==> src/rtl/pcap_pkg.sv <==
`timescale 1ns / 1ps
package pcap_pkg;

	// Configuration port
	localparam int CFG_W     = 32;
	localparam int REG_IDX_W = 2;
	localparam logic [REG_IDX_W-1:0] REG_COORD_SCALE = 2'd0;
	localparam logic [REG_IDX_W-1:0] REG_UNIT_AREA   = 2'd1;
	localparam logic [REG_IDX_W-1:0] REG_UNIT_PERIM  = 2'd2;

	// Result width
	localparam int CAP_W = 64;

	// Edge queue between front and back
	localparam int QUEUE_DEPTH = 2;
	localparam int QCNT_W      = 2;

	typedef struct packed {
		logic [CFG_W-1:0] coord_scale;
		logic [CFG_W-1:0] area_coef;
		logic [CFG_W-1:0] perim_coef;
	} cfg_t;

	typedef struct packed {
		logic              full;
		logic              empty;
		logic [QCNT_W-1:0] count;
	} queue_stat_t;

endpackage

==> src/rtl/pcap_queue.sv <==
`timescale 1ns / 1ps
module pcap_queue
	import pcap_pkg::*;
#(
	parameter int WIDTH = 152
) (
	input  logic             clk,
	input  logic             arst_n,
	input  logic             push,
	input  logic [WIDTH-1:0] push_data,
	input  logic             pop,
	output logic [WIDTH-1:0] pop_data,
	output queue_stat_t      stat
);

	localparam int PTR_W = (QUEUE_DEPTH > 1) ? $clog2(QUEUE_DEPTH) : 1;

	logic [WIDTH-1:0]  mem_q [QUEUE_DEPTH];
	logic [PTR_W-1:0]  wr_ptr_q;
	logic [PTR_W-1:0]  rd_ptr_q;
	logic [QCNT_W-1:0] count_q;
	logic              do_push;
	logic              do_pop;

	assign do_push = push && (count_q != QCNT_W'(QUEUE_DEPTH));
	assign do_pop  = pop && (count_q != '0);

	// Storage is written at the tail only.
	always_ff @(posedge clk) begin
		if (do_push) begin
			mem_q[wr_ptr_q] <= push_data;
		end
	end

	// Pointers and fill count.
	always_ff @(posedge clk or negedge arst_n) begin
		if (!arst_n) begin
			wr_ptr_q <= '0;
			rd_ptr_q <= '0;
			count_q  <= '0;
		end else begin
			if (do_push) begin
				wr_ptr_q <= (wr_ptr_q == PTR_W'(QUEUE_DEPTH - 1)) ? '0 : wr_ptr_q + 1'b1;
			end
			if (do_pop) begin
				rd_ptr_q <= (rd_ptr_q == PTR_W'(QUEUE_DEPTH - 1)) ? '0 : rd_ptr_q + 1'b1;
			end
			if (do_push && !do_pop) begin
				count_q <= count_q + 1'b1;
			end else if (do_pop && !do_push) begin
				count_q <= count_q - 1'b1;
			end
		end
	end

	assign pop_data   = mem_q[rd_ptr_q];
	assign stat.full  = (count_q == QCNT_W'(QUEUE_DEPTH));
	assign stat.empty = (count_q == '0);
	assign stat.count = count_q;

endmodule

==> config.mk <==
export PLATFORM = sky130hd
export DESIGN_NAME = pcap_queue
export DESIGN_NICKNAME = d
export VERILOG_FILES = /design/src/rtl/pcap_pkg.sv /design/src/rtl/pcap_queue.sv
export SDC_FILE = /design/constraint.sdc
export NUM_CORES = 1
export LEC_CHECK = 0
export ABC_AREA = 1
export ABC_CLOCK_PERIOD_IN_PS = 10300
export BUFFER_PORTS_ARGS = -buffer_cell sky130_fd_sc_hd__buf_2
export CAP_MARGIN = 20
export CORE_ASPECT_RATIO = 1.75
export CORE_MARGIN = 2
export CORE_UTILIZATION = 45
export DETAILED_ROUTE_END_ITERATION = 10
export GPL_TIMING_DRIVEN = 0
export PLACE_DENSITY_LB_ADDON = 0.08
export SYNTH_ARGS = -nofsm -noshare
export SYNTH_HDL_FRONTEND = slang
export SYNTH_SLANG_ARGS = --single-unit
==> constraint.sdc <==
create_clock -name clk -period 10.3 [get_ports clk]
set_input_delay 0 -clock clk [delete_from_list [all_inputs] [get_ports clk]]
set_output_delay 0 -clock clk [all_outputs]
set_load 0.02 [all_outputs]
==> impl_metrics.tcl <==
set metrics [dict create \
    synth_top_cell_area_share_pct 81.0 \
    ios 312 \
    drt-vias-per-instance 4.63 \
    antenna_found_initial 0 \
    finalHoldViolations 0 \
    crit_top_cell "nor2_1" \
    cts_made_buffers 27 \
    clock.fmax_mhz 441 \
    drive_gt1_share_pct 29.1 \
    crit_family "buffers and inverters" \
    slew_headroom_pct 46.6 \
    placementRows 76 \
    seq_area_frac_synth_pct 81.9 \
    synth_cell_types 15 \
    vias 7676 \
    wl_mm 26.4 \
    grt_overflow_total 0 \
    crit_path_top_delay_cell "dfrtp_1" \
    synth_ff_type "edfxtp_1" \
    crit_arrival_ns 2.45 \
    p_leak_nw 6.86 \
    cts_resized 0 \
    ant_nets 0 \
    clock-sinks 308 \
    grt_start_max_net_pins 87 \
    setup_viol_count_final 0 \
    netlist_top_cells_count "465 x nand2_1, 304 x edfxtp_1, 23 x buf_2, 9 x buf_4, 7 x inv_1" \
    clkTransAtPathRegs_ns 0.07 \
    post-route-util_pct 64.3 \
    status "finished clean" \
    cts_tree "done" \
    track_usage_pct 19.6 \
    netlist_instances 825 \
    cp.required_ns 10.48 \
    ys_top_cells_by_area "edfxtp_1 81%, nand2_1 15%, buf_2 1.0%" \
    avgSynthCellArea_um2 13.7 \
    fin_crit_ns 2.27 \
    die-area_um2 26400 \
    grt_pass1_vias 7957 \
    irDropWorstVdd_mv 0.251 \
    tightest_slew_ns 0.798 \
    hpwl_mm 17.4 \
    critPathMaxStageDelay_ns 0.49 \
    p_per_area_nw_per_um2 284 \
    synth.most_common_cell "nand2_1" \
    yosysTopAreaCell "edfxtp_1" \
    critPathBufInv 2 \
    min_period_over_period_pct 22.0 \
    cts_root_buffer "clkbuf_16" \
    routedWlPerCell_um 15.9 \
    die_h_um 213 \
    ys_warn_count 0 \
    final-max-slew-violation-count 0 \
    syn-num-nets 982 \
    synth-edff-count 304 \
    drtIter0Drc 285 \
    cp-end-kind "flip-flop" \
    finalClockSkew_ns 0.00788 \
    drt_pass1_iterations 7 \
    cts.htree.levels 1 \
    fin_nets 1484 \
    fillers 1897 \
    io_buffers 311 \
    clock_path_buffers 3 \
    area_delta_synth_final_pct 40.6 \
    criticalPathCategory "reg2reg" \
    crit_path_start_kind "flip-flop" \
    critPathMaxFanout 86 \
    synth_seq_cells 308 \
    diodes 0 \
    worstSkewPairLatency_ns 0.54 \
    grt_pass1_wl_mm 39.7 \
    crit_chain "nor2_1 > nor2_1 > nand2_1 > inv_8 > buf_16" \
    ys_async_sr_fraction_pct 1.30 \
    place.gp.congestion 0.778 \
    syn_area_um2 11300 \
    die_w_um 124 \
    finalPower_mw 4.50 \
    cap_violations 0 \
    holdCritPathClass "in2reg" \
    drc 0 \
    core_area_um2 24600 \
    fin_setup_tns_ns 0 \
    start_util_pct 45.7 \
    grt_setup_unrepaired "false" \
]
cell type report:
type | count | area (um2) | area share (%)
flip-flops and latches | 308 | 9230 | 58.2
clock inverters | 20 | 245 | 1.55
well taps | 312 | 390 | 2.46
inverters | 8 | 40.0 | 0.253
multi-input cells | 476 | 1820 | 11.5
repair buffers | 473 | 3250 | 20.5
clock buffers | 29 | 683 | 4.31
plain buffers | 33 | 194 | 1.22
logic make-up (layout without fill, tap and decap cells):
| logic type | Yosys count | in the layout | share of synthesized area (%) |
|---|---|---|---|
| flip-flops | 308 | 308 | 81.9 |
| XOR/XNOR | 1 | 1 | 0.0778 |
| AND/OR/NAND/NOR | 472 | 472 | 15.8 |
| AO/OA/AOI/OAI | 2 | 2 | 0.0889 |
| adder cells (fa/ha/maj) | 1 | 1 | 0.111 |
| buffers and inverters | 41 | 563 | 2.01 |
metrics by stage:
stage               hold WS (ns)  instance area (um2)  setup WS (ns)  instances
floorplan                 -0.296                11300           2.60        825
global placement          -0.184                13200          -1.41       1448
detailed placement        -0.179                13400           8.04       1454
CTS                        0.151                15800           8.04       1659
global route               0.176                15800           7.87       1659
finish                     0.183                15800           8.03       1659
state kept, by name, summed over array words and instances (netlist names):
register / cells
mem_q: 304
count_q: 2
wr_ptr_q: 1
rd_ptr_q: 1
cell usage in the layout, fill, tap and decap left out, types with 3 or more instances in the layout:
master	n
bufinv_16	6
clkinv_1	8
nor2_1	3
edfxtp_1	304
buf_4	9
nand2_1	465
buf_12	5
clkbuf_16	27
clkinv_2	4
dlygate4sd3_1	156
dfrtp_1	4
inv_1	6
buf_2	334
final timing paths:
| check | from | depth (start not counted) | to | slack (ns) |
|---|---|---|---|---|
| worst max register to register | count_q[0] | 5 | mem_q[0][117] | 8.03 |
| worst min-delay path | push_data[112] | 2 | mem_q[0][112] | 0.18 |
| max in group asynchronous | arst_n | 3 | wr_ptr_q | 9.71 |
| worst max-delay path | count_q[0] | 5 | mem_q[0][117] | 8.03 |
| min in group asynchronous | arst_n | 3 | rd_ptr_q | 0.40 |
| worst min register to register | wr_ptr_q | 2 | wr_ptr_q | 0.49 |
worst reg2reg max path, delay by kind of cell, from the launching register on:
kind	cells	cell delay [ns]
simple gates	3	0.48
buf+inv	2	0.84
flops	1	0.49
report_power, final:
group / switching [mW] / internal, mW / total (mW)
sequential: 0.0626 / 1.70 / 1.77
clock: 0.436 / 0.628 / 1.06
combinational: 1.17 / 0.502 / 1.67
what timing repair did:
item                                   in CTS  in global routing
setup buffers                               0                  0
endpoints found under the hold margin     311                  0
hold buffers                              156                  0
metal layers:
layer / share of wire, % / GRT usage, % / vias to the layer above
li1: - / - / 3788
met1: 35 / 21.0 / 3561
met2: 53 / 35.5 / 272
met3: 8.3 / 5.50 / 55
met4: 3.5 / 8.15 / 0
met5: 0 / 0 / -
(Power assumes the default switching activity.)
