$ cat src/rtl/pcap_pkg.sv
`timescale 1ns / 1ps
package pcap_pkg;

	// Configuration port
	localparam int CFG_W     = 32;
	localparam int REG_IDX_W = 2;
	localparam logic [REG_IDX_W-1:0] REG_COORD_SCALE = 2'd0;
	localparam logic [REG_IDX_W-1:0] REG_UNIT_AREA   = 2'd1;
	localparam logic [REG_IDX_W-1:0] REG_UNIT_PERIM  = 2'd2;

	// Result width
	localparam int CAP_W = 64;

	// Edge queue between front and back
	localparam int QUEUE_DEPTH = 2;
	localparam int QCNT_W      = 2;

	typedef struct packed {
		logic [CFG_W-1:0] coord_scale;
		logic [CFG_W-1:0] area_coef;
		logic [CFG_W-1:0] perim_coef;
	} cfg_t;

	typedef struct packed {
		logic              full;
		logic              empty;
		logic [QCNT_W-1:0] count;
	} queue_stat_t;

endpackage

$ cat src/rtl/pcap_front.sv
`timescale 1ns / 1ps
module pcap_front
	import pcap_pkg::*;
#(
	parameter int COORD_BITS = 24,
	localparam int DW = COORD_BITS + 1,
	localparam int EW = 6 * DW + 2
) (
	input  logic                  clk,
	input  logic                  arst_n,
	input  logic                  in_valid,
	input  logic [COORD_BITS-1:0] in_x,
	input  logic [COORD_BITS-1:0] in_y,
	input  logic                  in_last,
	input  queue_stat_t           q_stat,
	output logic                  in_ready,
	output logic                  q_push,
	output logic [EW-1:0]         q_data
);

	logic signed [COORD_BITS-1:0] first_x_q, first_y_q, prev_x_q, prev_y_q;
	logic                         have_prev_q;
	logic signed [COORD_BITS-1:0] x, y, cx, cy;
	logic signed [DW-1:0]         dx1, dy1, ys1, dx2, dy2, ys2;

	assign x = in_x;
	assign y = in_y;

	// The closing edge runs back to the first vertex, or to itself if this is it.
	assign cx = have_prev_q ? first_x_q : x;
	assign cy = have_prev_q ? first_y_q : y;

	assign dx1 = DW'(x) - DW'(prev_x_q);
	assign dy1 = DW'(y) - DW'(prev_y_q);
	assign ys1 = DW'(y) + DW'(prev_y_q);
	assign dx2 = DW'(cx) - DW'(x);
	assign dy2 = DW'(cy) - DW'(y);
	assign ys2 = DW'(cy) + DW'(y);

	// One queue entry per vertex: the edge into it and, on the last one, the closing edge.
	assign in_ready = !q_stat.full;
	assign q_push   = in_valid && in_ready;
	assign q_data   = {in_last, have_prev_q, ys2, dy2, dx2, ys1, dy1, dx1};

	// Polygon tracking.
	always_ff @(posedge clk or negedge arst_n) begin
		if (!arst_n) begin
			first_x_q   <= '0;
			first_y_q   <= '0;
			prev_x_q    <= '0;
			prev_y_q    <= '0;
			have_prev_q <= 1'b0;
		end else if (q_push) begin
			if (in_last) begin
				first_x_q   <= '0;
				first_y_q   <= '0;
				prev_x_q    <= '0;
				prev_y_q    <= '0;
				have_prev_q <= 1'b0;
			end else begin
				if (!have_prev_q) begin
					first_x_q <= x;
					first_y_q <= y;
				end
				prev_x_q    <= x;
				prev_y_q    <= y;
				have_prev_q <= 1'b1;
			end
		end
	end

endmodule

$ cat config.mk
export PLATFORM = sky130hd
export DESIGN_NAME = pcap_front
export DESIGN_NICKNAME = d
export VERILOG_FILES = /design/src/rtl/pcap_pkg.sv /design/src/rtl/pcap_front.sv
export SDC_FILE = /design/constraint.sdc
export NUM_CORES = 1
export LEC_CHECK = 0
export ABC_AREA = 1
export BUFFER_PORTS_ARGS = -buffer_cell sky130_fd_sc_hd__buf_2
export CORE_MARGIN = 2
export CORE_UTILIZATION = 60
export CTS_CLUSTER_SIZE = 30
export DETAILED_ROUTE_END_ITERATION = 10
export GPL_TIMING_DRIVEN = 0
export PLACE_DENSITY = 0.83
export SYNTH_ARGS = -nofsm -noshare
export SYNTH_HDL_FRONTEND = slang
export SYNTH_SLANG_ARGS = --single-unit
$ cat constraint.sdc
create_clock -name clk -period 5.15 [get_ports clk]
set_input_delay 1.03 -clock clk [delete_from_list [all_inputs] [get_ports clk]]
set_output_delay 1.03 -clock clk [all_outputs]
set_load 0.02 [all_outputs]
==> impl_metrics.yaml, run 1 <==
job:
  maxCapViolCount: 0
clock_network:
  clkTransAtPathRegs_ns: 0.07
  cts_inserted_buffers: 9
  cts_buffer_depth: 2
  htreeDepth: 3
  clkLatencyLatePin_ns: 0.36
  holdBufCountCts: 0
  cts_tree: "built"
  cts_sinks: 97
  cts_resized: 0
  cts_setup_buffers: 0
  cts-root-buf: "clkbuf_16"
global_route:
  use_met1: 0.493
  grtUsageTotal: 0.393
  grt_pass1_vias: 15900
  use_met2: 0.656
  use_met3: 0.0610
  antenna_found_initial: 1
  grt_remaining_overflow: 0
  grt_pass1_wl_um: 80700
  grt-busiest-layer: "met2"
  grt_max_degree: 57
routing:
  avgViaCountPerCell: 5.49
  drt_iter0_drc: 1685
  ant_nets: 0
  drcViolationCount: 0
  dr.pass1.iters: 6
  vias: 17400
  routed_wl_um: 51800
  wire_per_inst_um: 16.4
layout:
  antenna_cells: 0
  multi_input_area_mm2: 0.00992
  final_cells: 3168
  seq_area_mm2: 0.00243
  nets: 3053
  drive_gt1_frac: 0.0967
  n_fill_cell: 2305
  areaGrowthSynthToFinish_pct: 12.0
die:
  core_area_mm2: 0.0242
  rows: 57
  die_h_um: 160
  die_area_mm2: 0.0257
  die_w_um: 160
  io_pins: 210
  start_util: 0.607
synth:
  syn_area_mm2: 0.0147
  synth_top_area_frac: 0.246
  synth-async-reset-ratio: 1.00
  synth.distinct_cells: 30
  synth_common_cells: "nand2_1 (962), inv_1 (527), nor2_1 (201), nand3_1 (170), ha_1 (152)"
  synth_area_leaders: "nand2_1 (25%), dfrtp_1 (17%), inv_1 (13%)"
  syn_nets: 2836
  synth_edf_count: 0
  yosys_warnings: 0
  yosysTopAreaCell: "nand2_1"
  postSynthCellCount: 2622
  yosysMostFrequentCell: "nand2_1"
  ys_ff_latch: 97
  synthFlopType: "dfrtp_1"
  synth_area_per_cell_um2: 5.60
  synth_seq_area_share: 0.165
timing:
  drv_slew: 0
  rsz0062_at_grt: "no"
  finalCritPeriodShare: 0.943
  fin_ws_ns: 0.296
  max_freq_ghz: 0.206
  setup_viol: 0
  finalClockSkew_ns: 0.00479
  hold_viol: 0
  tns_ns: 0
  relSlewSlack: 0.365
  worst_slew_pin_slew_ns: 0.943
  min_period_ns: 4.85
  fin_worst_hold_slack_ns: 0.514
critical_path:
  worstPathArrival_ns: 3.82
  cp_slowest_cell: "o21ai_0"
  required_ns: 4.12
  cpMostUsedCell: "nand2_1"
  startpoint_type: "primary input"
  setup.worst_path.end_class: "primary output"
  critPathMaxFanout: 7
  setup.worst_path.class: "primary input to primary output"
  critPathMaxStageDelay_ns: 0.79
  path_cells: "buf_2, inv_1, o21ai_0, ha_1, inv_1, nand2_1, nor2_1, nand2_1, nor2_1, nand2_1, nand3_1, nand2_1, nand2_1, buf_2"
pwr:
  peakVddDrop_mv: 0.169
  power_density_mw_per_mm2: 301
  p_leak_uw: 0.0102
placed_design:
  gp_congestion: 0.994
  io_buffers: 205
  dp.cells: 3152
  post-dp-hpwl_um: 43600
  pre_cts_ws_ns: 0.454
run_status:
  outcome: "finished clean"
min_path:
  worstHoldPathType: "flop to flop"
==> critical path: cells and delay by family <==
kind	cells	cell delay [ns]
buffers and inverters	4	0.70
adder cells (fa/ha/maj)	1	0.49
AND/OR/NAND/NOR	8	0.80
AO/OA/AOI/OAI	1	0.79
==> per-stage QoR <==
stage	area, um2	total power, uW	util
after floorplan	14700	3130	-
after global placement	16100	4100	0.666
after detailed placement	16100	4160	0.667
after CTS	16400	4880	0.680
after global routing	16400	5280	0.680
final	16400	4950	0.680
==> registers in the layout, summed over array words and instances (netlist names) <==
register and cells:
have_prev_q 1, prev_y_q 24, prev_x_q 24, first_x_q 24
first_y_q 24
==> power by group <==
group / total (uW) / internal, uW / leakage [uW] / switching, uW
Sequential: 892 / 848 / 0.00127 / 44.7
Combinational: 3330 / 1020 / 0.00881 / 2320
Clock: 719 / 394 / 0.000147 / 325
==> logic make-up (layout without fill, tap and decap cells) <==
group | count (synthesis) | in the layout | synth area share
flip-flops | 97 | 97 | 0.165
adder cells (fa/ha/maj) | 158 | 158 | 0.138
buffers and inverters | 596 | 818 | 0.159
AO/OA/AOI/OAI | 285 | 285 | 0.103
AND/OR/NAND/NOR | 1408 | 1408 | 0.388
XOR/XNOR | 78 | 78 | 0.0466
==> routing by layer <==
metal	part of all wire	wire length, um
met1	0.40	20900
met2	0.45	23500
met5	0.00033	17
met4	0.058	2980
met3	0.085	4420
==> layout by cell type (no fill, tap or decap), types with 3 or more instances in the layout <==
master | netlist | final
a21oi_1 | 105 | 105
and2_1 | 7 | 7
buf_1 | 4 | 4
buf_2 | 33 | 237
buf_4 | 8 | 9
clkbuf_1 | 19 | 20
clkbuf_16 | 0 | 9
dfrtp_1 | 97 | 97
fa_1 | 6 | 6
ha_1 | 152 | 152
inv_1 | 527 | 527
nand2_1 | 962 | 962
nand3_1 | 170 | 170
nand3b_1 | 6 | 6
nand4_1 | 36 | 36
nor2_1 | 201 | 201
nor2_2 | 3 | 3
nor3_1 | 11 | 11
nor4_1 | 7 | 7
o21ai_0 | 119 | 119
o21bai_1 | 10 | 10
o22ai_1 | 50 | 50
xnor2_1 | 16 | 16
xor2_1 | 62 | 62
==> path summary, 6_finish.rpt <==
| check | from | end | slack [ns] | depth (start not counted) |
|---|---|---|---|---|
| min | first_y_q[11] | first_y_q[11] | 0.51 | 2 |
| max | in_y[21] | q_data[149] | 0.30 | 14 |
| min in group asynchronous | arst_n | prev_y_q[19] | 0.67 | 1 |
| max in group asynchronous | arst_n | first_x_q[2] | 3.75 | 2 |
| min reg2reg | first_y_q[11] | first_y_q[11] | 0.51 | 2 |
| max reg2reg | have_prev_q | first_y_q[21] | 3.24 | 5 |
==> area by class of cell <==
class	instances	area share
Clock inverter	5	0.00365
Clock buffer	11	0.0148
Multi-Input combinational cell	1929	0.603
Timing Repair Buffer	206	0.0643
Tap cell	324	0.0247
Inverter	528	0.121
Buffer	68	0.0209
Sequential cell	97	0.148
No activity file was read; power rests on OpenSTA's default activity.
==> run 2: changes to the inputs <==
- GPL_TIMING_DRIVEN: 0 -> not set
==> run 2 against run 1 <==
  * Clock power grew 0.7%
  * Worst setup slack gained 0.34 ns
  * Sequential share of layout area grew 0.27 points
  * Cell count shrank 1.9%
  * Count of clock-buffer cells in the layout shrank 2
  * Register-to-register slack gained 0.14 ns
  * Die area is the same
  * Wire length shrank 6.2%
  * Via count shrank 3.5%
  * Worst hold slack lost 0.0015 ns
  * Critical path depth is the same
==> impl_metrics.yaml, run 2 (synthesis gave the netlist of run 1 again) <==
critical_path:
  cpMostUsedCell: "nand2_1"
  setup.worst_path.class: "flop to primary output"
  critPathMaxFanout: 49
  worstPathArrival_ns: 3.48
  r2r-start: "have_prev_q"
  required_ns: 4.12
  crit_buf_inv: 3
  cp_slowest_cell: "dfrtp_2"
  crit_family: "flip-flops"
  worstSetupStartpoint: "have_prev_q"
  critPathMaxStageDelay_ns: 0.92
  path_cells: "o21ai_0, ha_1, fa_1, inv_1, nand3_1, nand3_1, nand2_1, nand2_1, inv_1, nor2_1, nor2_1, nand2_1, nand2_1, buf_2"
  startpoint_type: "flop"
  setup.worst_path.end_class: "primary output"
pwr:
  p_seq_frac: 0.185
  swShare: 0.550
  combPwrFrac: 0.666
  p_leak_uw: 0.0100
  p_int_uw: 2190
  power_density_mw_per_mm2: 301
  p_switching_uw: 2670
  peakVddDrop_mv: 0.177
  p_clk_frac: 0.149
layout:
  layout_commonest_cell: "nand2_1"
  nets: 2992
  drive_gt1_frac: 0.0862
  antenna_cells: 0
  final_cell_mix: "nand2_1 (961), inv_1 (527), buf_2 (205), nor2_1 (201), nand3_1 (170)"
  fin_area_mm2: 0.0162
  areaGrowthSynthToFinish_pct: 10.1
timing:
  min_period_ns: 4.51
  hold_viol: 0
  tns_ns: 0
  setup_viol: 0
  relSlewSlack: 0.269
  drv_slew: 0
  worst_slew_pin_slew_ns: 1.09
  finalCritPeriodShare: 0.877
  rsz0062_at_grt: "no"
  max_freq_ghz: 0.222
  finalClockSkew_ns: 0.0124
clock_network:
  cts_buffer_depth: 2
  cts_tree: "built"
  clkLatencyLatePin_ns: 0.37
  cts_setup_buffers: 0
  cts-root-buf: "clkbuf_16"
  cts_sinks: 97
  holdBufCountCts: 0
  cts_resized: 0
  clkTransAtPathRegs_ns: 0.08
  htreeDepth: 3
  cts_inserted_buffers: 9
placed_design:
  post-dp-hpwl_um: 39500
  io_buffers: 206
  placed_area_mm2: 0.0158
  gp_congestion: 1.03
die:
  rows: 57
  die_w_um: 160
  die_area_mm2: 0.0257
  start_util: 0.607
  io_pins: 210
  core_area_mm2: 0.0242
  die_h_um: 160
min_path:
  worstHoldPathType: "flop to flop"
  hold_start: "first_x_q[16]"
global_route:
  grt_pass1_wl_um: 76800
  grt-busiest-layer: "met2"
  use_met2: 0.610
  grt_remaining_overflow: 0
  use_met1: 0.483
  antenna_found_initial: 1
  grtUsageTotal: 0.372
  grt_max_degree: 72
  grt_pass1_vias: 15300
  use_met3: 0.0403
job:
  maxCapViolCount: 0
routing:
  drcViolationCount: 0
  vias: 16800
  dr.pass1.iters: 7
  avgViaCountPerCell: 5.40
  routed_wl_um: 48600
  ant_nets: 0
  drt_iter0_drc: 1635
  wire_per_inst_um: 15.6
run_status:
  outcome: "finished clean"
[run 2: changes by cell type in the layout (fill, tap and decap cells not counted), moves of 2 or more]
cell      delta
clkbuf_1    -20
buf_6        -2
clkbuf_2     -2
buf_4        -2
buf_2       -32
buf_1        -4
clkinv_8     +3
[run 2: layout make-up]
cell class                      instances  area (um2)
Inverter                              528        1980
Fill cell                            2379        8030
Timing Repair Buffer                  213        1100
Multi-Input combinational cell       1929        9930
Sequential cell                        97        2430
Clock buffer                            9         225
Tap cell                              324         405
Clock inverter                          7        85.1
[run 2: power groups by stage]
stage          clock network, uW  registers [uW]  logic [uW]
2_1_floorplan                  0             891        2240
3_3_place_gp                   0             908        3140
3_5_place_dp                   0             913        3180
4_1_cts                      730             899        3200
5_1_grt                      756             912        3550
6_report                     724             901        3240
[run 2: routing by layer]
metal,part of all wire,up-vias
met5,0.00035,-
li1,-,8380
met4,0.056,2
met3,0.079,132
met2,0.45,719
met1,0.42,7540
[run 2: final timing paths]
kind,end,slack (ns),cells past startpoint
worst max-delay path,q_data[116],0.64,14
worst min-delay path,first_x_q[16],0.51,2
worst max register to register,first_x_q[1],3.38,4
worst min register to register,first_x_q[16],0.51,2
max in group asynchronous,prev_y_q[6],3.36,2
min in group asynchronous,prev_y_q[22],0.81,1
[run 2: worst reg2reg max path, cell delays in order (launching register included)]
cell and delay, ns:
dfrtp_2 0.92, buf_12 0.30, nand2_1 0.09, o21ai_0 0.17, o22ai_1 0.12
[run 2: stage by stage]
stage	instances	setup slack, ns	power, uW	hold WS [ns]	util
6_report	3107	0.636	4860	0.512	0.668
5_1_grt	3107	0.293	5210	0.535	0.668
4_1_cts	3107	0.677	4830	0.515	0.668
3_5_place_dp	3091	0.780	4090	0.495	0.655
3_3_place_gp	3091	0.829	4050	0.488	0.655
2_1_floorplan	2622	1.32	3130	0.475	-
==> run 3: changes to the inputs <==
- CORE_ASPECT_RATIO: not set -> 1.25
==> run 3 against run 2 <==
  * Final area grew 0.30%
  * Register-to-register slack got worse by 0.22 ns
  * Clock skew fell by 0.0076 ns
  * Count of clock-buffer cells in the layout up 1
  * Critical path type unchanged
  * Largest cell class unchanged
  * Largest power group unchanged
  * Highest routed layer unchanged
==> impl_metrics.yaml, run 3 (synthesis gave the netlist of run 1 again) <==
timing:
  max_freq_ghz: 0.211
  rsz0062_at_grt: "no"
  min_period_ns: 4.73
  hold_viol: 0
  worst_slew_pin_slew_ns: 1.08
  relSlewSlack: 0.279
  drv_slew: 0
  setup_viol: 0
  tns_ns: 0
  finalCritPeriodShare: 0.919
  finalClockSkew_ns: 0.00481
die:
  die_w_um: 144
  io_pins: 210
  die_h_um: 179
  die_area_mm2: 0.0257
  start_util: 0.605
  rows: 64
  core_area_mm2: 0.0243
layout:
  layout_commonest_cell: "nand2_1"
  final_cell_mix: "nand2_1 (962), inv_1 (527), buf_2 (205), nor2_1 (201), nand3_1 (170)"
  drive_gt1_frac: 0.0865
  fin_util: 0.668
  nets: 2994
  seq_area_mm2: 0.00243
  areaGrowthSynthToFinish_pct: 10.4
  multi_input_area_mm2: 0.00992
  n_fill_cell: 2473
global_route:
  grtUsageTotal: 0.380
  antenna_found_initial: 6
  grt_remaining_overflow: 0
  grt_pass1_wl_um: 76700
  grt_pass1_vias: 15300
  grt_max_degree: 66
clock_network:
  cts-root-buf: "clkbuf_16"
  clkLatencyLatePin_ns: 0.36
  cts_tree: "built"
  htreeDepth: 3
  cts_buffer_depth: 2
  cts_resized: 0
  cts_sinks: 97
  cts_setup_buffers: 0
  cts_inserted_buffers: 9
  clkTransAtPathRegs_ns: 0.08
  holdBufCountCts: 0
job:
  maxCapViolCount: 0
routing:
  drcViolationCount: 0
  dr.pass1.iters: 7
  drt_iter0_drc: 1294
  wire_per_inst_um: 15.8
  vias: 16600
  ant_nets: 0
  routed_wl_um: 49300
  avgViaCountPerCell: 5.34
run_status:
  outcome: "finished clean"
placed_design:
  post-dp-hpwl_um: 40200
  io_buffers: 206
  gp_congestion: 0.993
pwr:
  p_leak_uw: 0.0101
  peakVddDrop_mv: 0.216
  power_density_mw_per_mm2: 305
min_path:
  hold_start: "first_x_q[7]"
  worstHoldPathType: "flop to flop"
critical_path:
  setup.worst_path.class: "flop to primary output"
  critPathMaxFanout: 65
  endpoint: "q_data[116]"
  worstSetupStartpoint: "have_prev_q"
  r2r-end: "first_x_q[13]"
  required_ns: 4.12
  worstPathArrival_ns: 3.70
  setup.worst_path.end_class: "primary output"
  r2r-start: "have_prev_q"
  startpoint_type: "flop"
  r2r_cells: 5
  ff2ff_setup_slack_ns: 3.16
==> run 3: per-layer routing <==
metal	up-vias	share of wire	GRT usage	wire length (um)
li1	8393	-	-	-
met2	685	0.48	0.663	23600
met1	7410	0.39	0.444	19200
met5	-	0.00065	0	32
met3	151	0.074	0.0590	3660
met4	6	0.058	0.205	2840
==> run 3: worst min path at each step <==
stage / slack (ns) / cells after the start / to
2_1_floorplan: 0.47 / 2 / first_y_q[19]
3_3_place_gp: 0.49 / 2 / first_y_q[11]
3_5_place_dp: 0.50 / 2 / first_x_q[7]
4_1_cts: 0.51 / 2 / first_x_q[7]
5_1_grt: 0.55 / 2 / first_x_q[21]
6_report: 0.51 / 2 / first_x_q[7]
==> run 3: report_power, final <==
group | switching [uW] | internal [uW] | leakage [uW]
logic | 2240 | 996 | 0.00863
clock network | 352 | 451 | 0.000168
registers | 59.4 | 847 | 0.00127
total | 2650 | 2290 | 0.0101
==> run 3: area by class of cell <==
| class | count | area share |
|---|---|---|
| tap | 330 | 0.0255 |
| timing repair buffer | 215 | 0.0680 |
| multi-input combinational | 1929 | 0.613 |
| clock inverter | 6 | 0.00649 |
| clock buffer | 10 | 0.0148 |
| sequential | 97 | 0.150 |
| antenna | 3 | 0.000463 |
| inverter | 528 | 0.122 |
==> run 3: stage by stage <==
step	setup slack [ns]	cells	hold WS (ns)	power (uW)	instance area [um2]
after detailed placement	0.754	3099	0.496	4100	15800
after global routing	0.165	3115	0.548	5310	16200
after floorplan	1.32	2622	0.475	3130	14700
after global placement	0.780	3099	0.488	4050	15800
final	0.419	3118	0.511	4950	16200
after CTS	0.471	3115	0.515	4900	16200
==> run 3: critical path, stage by stage, from the launching register on <==
cell	delay [ns]
dfrtp_2	1.08
o21ai_0	0.35
ha_1	0.31
fa_1	0.50
inv_1	0.12
nand3_1	0.07
nand3_1	0.19
nand2_1	0.08
nand2_1	0.15
inv_1	0.06
nor2_1	0.11
nor2_1	0.05
nand2_1	0.05
nand2_1	0.05
buf_2	0.15
